**config.mk**
```make
export PLATFORM = sky130hd
export DESIGN_NAME = hmtp_parse
export DESIGN_NICKNAME = d
export VERILOG_FILES = /design/src/rtl/core/hmtp_pkg.sv /design/src/rtl/core/hmtp_parse.sv
export SDC_FILE = /design/constraint.sdc
export NUM_CORES = 1
export LEC_CHECK = 0
export ABC_CLOCK_PERIOD_IN_PS = 5600
export BUFFER_PORTS_ARGS = -buffer_cell sky130_fd_sc_hd__buf_4
export CAP_MARGIN = 25
export CELL_PAD_IN_SITES_DETAIL_PLACEMENT = 1
export CELL_PAD_IN_SITES_GLOBAL_PLACEMENT = 1
export CORE_ASPECT_RATIO = 1.2
export CORE_MARGIN = 1.5
export CORE_UTILIZATION = 25
export CTS_BUF_LIST = sky130_fd_sc_hd__clkbuf_4
export CTS_CLUSTER_SIZE = 8
export DETAILED_ROUTE_END_ITERATION = 8
export MAX_ROUTING_LAYER = met4
export PLACE_DENSITY_LB_ADDON = 0.3
export SYNTH_ARGS = -nofsm -noshare
export SYNTH_HDL_FRONTEND = slang
export SYNTH_SLANG_ARGS = --single-unit
```
**constraint.sdc**
```tcl
create_clock -name clk -period 5.6 [get_ports clk]
set_input_delay 0.84 -clock clk [delete_from_list [all_inputs] [get_ports clk]]
set_output_delay 0.84 -clock clk [all_outputs]
set_load 0.01 [all_outputs]
```
**src/rtl/core/hmtp_pkg.sv**
```systemverilog
package hmtp_pkg;

	localparam int unsigned MAX_CELLS        = 1048576;
	localparam int unsigned MAX_NUMBER_CHARS = 11;

	localparam int unsigned CHAR_W       = 8;
	localparam int unsigned IDX_W        = 20;
	localparam int unsigned HGT_W        = 32;
	localparam int unsigned COL_W        = 8;
	localparam int unsigned MAXH_W       = 31;
	localparam int unsigned LIMIT_W      = 21;
	localparam int unsigned LIM_CMP_W    = 25;
	localparam int unsigned CNT_W        = 4;
	localparam int unsigned CHAN_W       = 3;
	localparam int unsigned NUM_CHANNELS = 4;
	localparam int unsigned CHAN_IDX_W   = $clog2(NUM_CHANNELS);

	localparam logic [CHAR_W-1:0] CH_NUL   = 8'h00;
	localparam logic [CHAR_W-1:0] CH_TAB   = 8'h09;
	localparam logic [CHAR_W-1:0] CH_CR    = 8'h0d;
	localparam logic [CHAR_W-1:0] CH_SPACE = 8'h20;
	localparam logic [CHAR_W-1:0] CH_COMMA = 8'h2c;
	localparam logic [CHAR_W-1:0] CH_MINUS = 8'h2d;
	localparam logic [CHAR_W-1:0] CH_ZERO  = 8'h30;
	localparam logic [CHAR_W-1:0] CH_NINE  = 8'h39;
	localparam logic [CHAR_W-1:0] CH_UP_A  = 8'h41;
	localparam logic [CHAR_W-1:0] CH_UP_F  = 8'h46;
	localparam logic [CHAR_W-1:0] CH_LO_A  = 8'h61;
	localparam logic [CHAR_W-1:0] CH_LO_F  = 8'h66;
	localparam logic [CHAR_W-1:0] CH_X     = 8'h78;

	typedef logic [COL_W-1:0] colour_t;

	localparam colour_t COLOUR_DEFAULT [NUM_CHANNELS] = '{8'd255, 8'd140, 8'd0, 8'd255};

	typedef struct packed {
		logic              ok;
		logic [3:0]        val;
	} hex_t;

	typedef struct packed {
		logic [IDX_W-1:0]         cell_index;
		logic signed [HGT_W-1:0]  height_value;
		colour_t                  red;
		colour_t                  green;
		colour_t                  blue;
		colour_t                  alpha;
		logic [MAXH_W-1:0]        running_max_height;
	} cell_t;

	function automatic hex_t hex_decode(input logic [CHAR_W-1:0] c);
		hex_t r;
		r = '0;
		if (c >= CH_ZERO && c <= CH_NINE) begin
			r.ok  = 1'b1;
			r.val = c[3:0];
		end else if ((c >= CH_LO_A && c <= CH_LO_F) || (c >= CH_UP_A && c <= CH_UP_F)) begin
			r.ok  = 1'b1;
			r.val = c[3:0] + 4'd9;
		end
		return r;
	endfunction

endpackage

```
**src/rtl/core/hmtp_parse.sv**
```systemverilog
module hmtp_parse import hmtp_pkg::*; (
	input  logic               clk,
	input  logic               arst_n,
	input  logic               cfg_wr_en,
	input  logic [LIMIT_W-1:0] cfg_wr_data,
	input  logic               valid_s1,
	input  logic [CHAR_W-1:0]  char_s1,
	input  logic               out_free,
	output logic               take,
	output logic               emit,
	output cell_t              cell_d
);

	typedef enum logic [2:0] {
		PH_BETWEEN,
		PH_NUMBER,
		PH_COMMA,
		PH_ZERO,
		PH_HEX_HIGH,
		PH_HEX_LOW,
		PH_SKIP,
		PH_STRAY
	} phase_t;

	localparam logic [LIM_CMP_W-1:0] MAX_CELLS_CMP = LIM_CMP_W'(MAX_CELLS);

	phase_t              phase_q, phase_d;
	logic [HGT_W-1:0]    acc_q, acc_d;
	logic                neg_q, neg_d;
	logic                stop_q, stop_d;
	logic [CNT_W-1:0]    cnt_q, cnt_d;
	logic [CHAN_W-1:0]   chan_q, chan_d;
	logic [3:0]          nib_q, nib_d;
	colour_t             col_q [NUM_CHANNELS];
	colour_t             col_d [NUM_CHANNELS];
	logic [LIMIT_W-1:0]  cell_limit_q;
	logic [LIMIT_W-1:0]  cell_cnt_q;
	logic [MAXH_W-1:0]   max_q, max_d;

	logic                is_digit, is_minus, is_ws, ends, in_token, room;
	hex_t                hx;
	logic [HGT_W-1:0]    acc_x10;
	logic [HGT_W-1:0]    h;
	logic [LIM_CMP_W-1:0] limit_ext, limit_eff;

	assign is_digit = (char_s1 >= CH_ZERO) && (char_s1 <= CH_NINE);
	assign is_minus = (char_s1 == CH_MINUS);
	assign is_ws    = (char_s1 == CH_SPACE) || ((char_s1 >= CH_TAB) && (char_s1 <= CH_CR));
	assign ends     = (char_s1 == CH_NUL) || is_ws;
	assign hx       = hex_decode(char_s1);
	assign acc_x10  = {acc_q[HGT_W-4:0], 3'b000} + {acc_q[HGT_W-2:0], 1'b0}
		+ {{(HGT_W-4){1'b0}}, char_s1[3:0]};

	assign in_token  = (phase_q != PH_BETWEEN) && (phase_q != PH_STRAY);
	assign limit_ext = {{(LIM_CMP_W-LIMIT_W){1'b0}}, cell_limit_q};
	assign limit_eff = (limit_ext < MAX_CELLS_CMP) ? limit_ext : MAX_CELLS_CMP;
	assign room      = {{(LIM_CMP_W-LIMIT_W){1'b0}}, cell_cnt_q} < limit_eff;

	assign emit = valid_s1 && in_token && ends && room;
	assign take = valid_s1 && (!emit || out_free);

	// height and running max
	assign h = neg_q ? (~acc_q + 1'b1) : acc_q;

	always_comb begin
		max_d = max_q;
		if (!h[HGT_W-1] && (h[MAXH_W-1:0] > max_q)) begin
			max_d = h[MAXH_W-1:0];
		end
	end

	always_comb begin
		cell_d.cell_index         = cell_cnt_q[IDX_W-1:0];
		cell_d.height_value       = h;
		cell_d.red                = col_q[0];
		cell_d.green              = col_q[1];
		cell_d.blue               = col_q[2];
		cell_d.alpha              = col_q[3];
		cell_d.running_max_height = max_d;
	end

	always_comb begin
		phase_d = phase_q;
		acc_d   = acc_q;
		neg_d   = neg_q;
		stop_d  = stop_q;
		cnt_d   = cnt_q;
		chan_d  = chan_q;
		nib_d   = nib_q;
		col_d   = col_q;
		unique case (phase_q)
			PH_BETWEEN: begin
				if (is_digit || is_minus) begin
					neg_d   = is_minus;
					acc_d   = is_minus ? '0 : {{(HGT_W-4){1'b0}}, char_s1[3:0]};
					stop_d  = 1'b0;
					cnt_d   = CNT_W'(1);
					chan_d  = '0;
					nib_d   = '0;
					col_d   = COLOUR_DEFAULT;
					phase_d = PH_NUMBER;
				end else if (!ends) begin
					phase_d = PH_STRAY;
				end
			end
			PH_STRAY: begin
				if (ends) begin
					phase_d = PH_BETWEEN;
				end
			end
			default: begin
				if (ends) begin
					phase_d = PH_BETWEEN;
				end else begin
					case (phase_q)
						PH_NUMBER: begin
							if (is_digit || is_minus) begin
								if (cnt_q < CNT_W'(MAX_NUMBER_CHARS)) begin
									if (!stop_q && is_digit) begin
										acc_d = acc_x10;
									end else begin
										stop_d = 1'b1;
									end
									cnt_d = cnt_q + 1'b1;
								end
							end else begin
								phase_d = (char_s1 == CH_COMMA) ? PH_COMMA : PH_SKIP;
							end
						end
						PH_COMMA: phase_d = (char_s1 == CH_ZERO) ? PH_ZERO : PH_SKIP;
						PH_ZERO:  phase_d = (char_s1 == CH_X) ? PH_HEX_HIGH : PH_SKIP;
						PH_HEX_HIGH: begin
							if (!hx.ok || (chan_q >= CHAN_W'(NUM_CHANNELS))) begin
								phase_d = PH_SKIP;
							end else begin
								nib_d   = hx.val;
								phase_d = PH_HEX_LOW;
							end
						end
						PH_HEX_LOW: begin
							if (!hx.ok) begin
								phase_d = PH_SKIP;
							end else begin
								col_d[chan_q[CHAN_IDX_W-1:0]] = {nib_q, hx.val};
								chan_d  = chan_q + 1'b1;
								phase_d = PH_HEX_HIGH;
							end
						end
						default: ;
					endcase
				end
			end
		endcase
	end

	always_ff @(posedge clk or negedge arst_n) begin
		if (!arst_n) begin
			phase_q      <= PH_BETWEEN;
			acc_q        <= '0;
			neg_q        <= 1'b0;
			stop_q       <= 1'b0;
			cnt_q        <= '0;
			chan_q       <= '0;
			nib_q        <= '0;
			col_q        <= COLOUR_DEFAULT;
			cell_limit_q <= '0;
			cell_cnt_q   <= '0;
			max_q        <= '0;
		end else begin
			if (cfg_wr_en) begin
				cell_limit_q <= cfg_wr_data;
			end
			if (take) begin
				phase_q <= phase_d;
				acc_q   <= acc_d;
				neg_q   <= neg_d;
				stop_q  <= stop_d;
				cnt_q   <= cnt_d;
				chan_q  <= chan_d;
				nib_q   <= nib_d;
				col_q   <= col_d;
			end
			if (take && emit) begin
				cell_cnt_q <= cell_cnt_q + 1'b1;
				max_q      <= max_d;
			end
		end
	end

endmodule

```
Word level (Yosys, flattened, before mapping)
Cells that the tools add are included.
- add/subtract/negate cells: 7
- $lt $le $gt $ge: 15
- eq/ne operators: 19
- muxes and demuxes: 56
- bitwise operators: 3
- reduce and logical (&&, ||, !) cells: 40
- operators by type and width (operator ; number):
    $mux 32 ; 11
    $pmux 32 s2 ; 2
    $mux 4 ; 10
    $mux 3 ; 11
    $add 32x1->32 const B ; 1
    $add 32x32->32 ; 1
    $add 32x4->32 ; 1
    $bwmux 32 ; 1
    $eq 8x6->1 const B ; 4
    $not 32->32 ; 1
    $gt 31x31->1 ; 1
    $mux 31 ; 1
    $add 21x1->21 const B ; 1
    $lt 21x21->1 ; 1
    $lt 21x21->1 const B ; 1
    $mux 21 ; 1
    $reduce_and 6->1 ; 3
    $demux 8 s2 ; 1
    $ge 8x7->1 const B ; 2
    $le 8x7->1 const B ; 2
    $pmux 4 s2 ; 2
    $pmux 3 s5 ; 1
    $reduce_and 7->1 ; 2
    $logic_and 1x1->1 ; 13
    35 further kinds ; 65
- register bits: 153
- input bits: 34
- output and inout port bits: 117
- logic and storage cells: 154

Logic depth before layout (Yosys ltp)
- depth after elaboration: 11
- mapped depth: 18
- gate-level depth less buffers: 16

Worst setup path before layout
No wires, ideal clock.
- path type: reg2out
- from: reg acc_q[14]
- to: out cell_d[1] (netlist name)
- data arrival time: 4.225 ns
- path slack: 0.535 ns
- cell stages (with the launch flop): 17
- buffers on the path: 2
- cells stage by stage: dfrtp_1 -> or4_4 -> nand2b_1 -> or2_1 -> or4_1 -> o41ai_1 -> xnor2_1 -> ha_1 -> nand4_1 -> nor3_1 -> nand3_1 -> nor4_1 -> a211o_1 -> buf_6 -> clkbuf_1 -> nor2_1 -> a21oi_1
- RTL lines (item ; line ; text):
    start, declared ; hmtp_parse.sv:28 ; logic [HGT_W-1:0] acc_q, acc_d;
    start signal, assigned ; hmtp_parse.sv:159 ; acc_q <= '0;
    start signal, assigned ; hmtp_parse.sv:175 ; acc_q <= acc_d;
    end, declared ; hmtp_parse.sv:11 ; output cell_t cell_d

==> impl_metrics.yaml <==
timing:
  maxSlewViolCount: 0
  tightest_slew_ps: 985
  layout_min_cycle_time_ps: 5750
  max_slew_margin_pct: 34.3
  setup_ws_ps: -152
  fmax_ghz: 0.174
  fin_crit_sh_pct: 103
  rsz0062_at_grt: "true"
  hold_slack_ps: 123
  skew_ps: 27.4
  setup_tns_ps: -3590
  setup_viol: 31
  hold_viol: 0
critical_path:
  start_kind: "flip-flop"
  worstPathCellList: "or4_4, nand2b_4, or2_1, or4_4, o41ai_4, xnor2_1, ha_1, nand4_1, nor3_2, nand3_2, a21oi_2, nor3_2, a211o_2, buf_6, clkbuf_16, nor2_4, a21oi_2, buf_4"
  crit_path_top_delay_cell: "or4_4"
  endpoint_kind: "primary output"
  worstSetupPathType: "flip-flop to primary output"
  ff2ff_setup_slack_ps: 580
  arrival_ps: 4910
  max_stage_delay_ps: 540
  r2r_start: "acc_q[14]$_DFFE_PN0P_"
  crit_fanout: 8
  worstReg2RegEnd: "max_q[22]$_DFFE_PN0P_"
  worstPathRequired_ps: 4760
  timing.critical_path.from: "acc_q[14]$_DFFE_PN0P_"
  crit_end: "cell_d[19]"
  ff2ff_path_depth: 19
synthesis:
  ys_seq_elements: 153
  yosysMostFrequentCell: "dfrtp_1"
  synthCells: 1171
  postSynthAreaPerCell_um2: 9.35
  ys_top_cells_by_count: "134 x dfrtp_1, 124 x nand2_1, 119 x ha_1, 83 x a21oi_1, 79 x o21ai_0"
  async_flop_share_pct: 100
  yosys-top-cells-area: "dfrtp_1 31%, ha_1 14%, dfstp_2 4.6%"
  syn_area_um2: 11000
  yosysSeqAreaShare_pct: 35.2
  synth_edf_count: 0
  synth_cell_type_count: 69
  yosys.area.top_type: "dfrtp_1"
  yosys_warnings: 0
  syn_nets: 1326
  synth_flop_cell: "dfrtp_1"
  synth_top_area_share_pct: 30.6
pwr:
  leakagePower_uw: 0.00656
  clock_power_share_pct: 30.2
  p_total_uw: 2460
  p_sw_uw: 792
  power.density_nw_per_um2: 181
  p_comb_share_pct: 21.0
  peakVddDrop_mv: 0.123
  seq_power_share_pct: 48.8
  power.internal_uw: 1670
  switching_share_pct: 32.1
cts:
  clk_pin_slew_ps: 150
  cts.sinks: 153
  clockRootBuffer: "clkbuf_4"
  cts_tree: "built"
  clock_latency_ps: 660
  cts_buffers: 17
  h-tree-depth: 4
  ctsLongestPathBuffers: 2
detailed_routing:
  drcViolationCount: 15
  route.antenna.remaining_nets: 0
  vias_per_cell: 4.88
  dr.pass1.iters: 6
  drt_iter0_drc: 266
  via_count: 9250
  routed_wl_um: 33600
  wl_per_cell_um: 17.7
floorplan:
  die_area_um2: 45100
  initial_core_util_pct: 25.5
  die_x_um: 194
  core_region_area_um2: 43000
  ios: 151
  die_h_um: 232
  std_cell_rows: 83
grt:
  grt_usage_pct: 15.4
  grt_start_max_net_pins: 59
  overflow: 0
  grt_pass1_wl_um: 53100
  antenna_found_initial: 2
  grt_pass1_vias: 9718
run_status:
  violations: "design-rule violations, negative setup slack"
  status: "complete, but fails checks"
layout:
  nNetsFinal: 1482
  stdcell_count: 1895
  area_growth_syn_to_layout_pct: 24.5
  drive_gt1_share_pct: 29.3
  fillers: 5027
placed_design:
  place_ws_ps: 263
  numPortBuffers: 150
  hpwl_um: 24700
  gp_congestion: 0.804
  dp.cells: 1832
hold_path:
  hp-class: "input port to asynchronous set/reset pin"
flow_run:
  cap_violations: 0
## through the flow
step                utilization, %  area, µm²
CTS                           30.7      13200
finish                        31.7      13600
global route                  31.7      13600
global placement              29.3      12600
floorplan                        -      11000
detailed placement            29.3      12600
## state kept, by name (all words and copies together) (netlist names)
name and cells:
phase_q 3, cnt_q 4, cell_cnt_q 21, stop_q 1, cell_d 32, neg_q 1
max_q 31, chan_q 3, acc_q 32, cell_limit_q 21, nib_q 4
## worst max-delay path, delay by kind of cell (launching register included)
kind,cells,cell delay [ps]
AO/OA/AOI/OAI,4,830
buffers and inverters,3,470
adder cells (fa/ha/maj),1,310
flip-flops,1,430
XOR/XNOR,1,140
AND/OR/NAND/NOR,9,2070
## layout by cell type (no fill, tap or decap), types with 23 or more instances in the layout
cell     count
xor2_1      32
o31ai_1     27
xnor2_1     46
a21oi_2     23
nor2_1      53
mux2_2      28
inv_1       52
nand2_1    123
a21oi_1     57
o21ai_0     76
ha_1       119
mux2_4      30
nor3_1      27
dfrtp_1    128
nand3_1     34
buf_4      182
## routing by layer
metal	wire [µm]	global-route usage [%]	up-vias
li1	-	-	4491
met1	14900	18.1	4590
met2	17000	26.4	140
met3	1120	2.88	29
met4	561	5.25	0
met5	0	-	-
## worst min path at each step
stage | start | to | slack, ps | depth (start not counted)
finish | arst_n | max_q[2]$_DFFE_PN0P_ | 120 | 1
global route | arst_n | max_q[2]$_DFFE_PN0P_ | 110 | 1
CTS | arst_n | max_q[2]$_DFFE_PN0P_ | 100 | 1
detailed placement | cell_d[37]$_DFFE_PN1P_ | cell_d[37]$_DFFE_PN1P_ | 460 | 2
global placement | cell_d[37]$_DFFE_PN1P_ | cell_d[37]$_DFFE_PN1P_ | 460 | 2
floorplan | cell_cnt_q[20]$_DFFE_PN0P_ | cell_cnt_q[20]$_DFFE_PN0P_ | 450 | 1
## power by group through the flow
stage / sequential, µW / clock [µW] / combinational, µW
2_1_floorplan: 1190 / 0 / 252
3_3_place_gp: 1220 / 0 / 390
3_5_place_dp: 1220 / 0 / 400
4_1_cts: 1200 / 783 / 456
5_1_grt: 1210 / 823 / 566
6_report: 1200 / 744 / 517
## kinds of logic after synthesis
logic type	after synthesis	share of synthesized area (%)
simple gates	357	15.5
compound gates	286	16.5
flops	153	35.2
fa+ha+maj	121	14.0
buf+inv	113	5.14
xor+xnor	81	6.48
mux	60	7.18
## final cells by class
type	count	area (µm²)	area share, %
multi-input cells	905	6940	50.9
flip-flops and latches	153	3860	28.3
repair buffers	198	1660	12.2
well taps	552	691	5.06
inverters	52	195	1.43
clock buffers	19	143	1.05
clock inverters	13	143	1.05
diodes	3	7.51	0.0550
## timing repair
action / CTS / global route
pin swaps: 1 / 12
hold buffers: 0 / 0
setup buffers: 12 / 7
gates cloned: 3 / 4
setup endpoints to repair: 31 / 31
gates resized for setup: 34 / 70
Note: power is estimated with default switching activity, not from simulation.
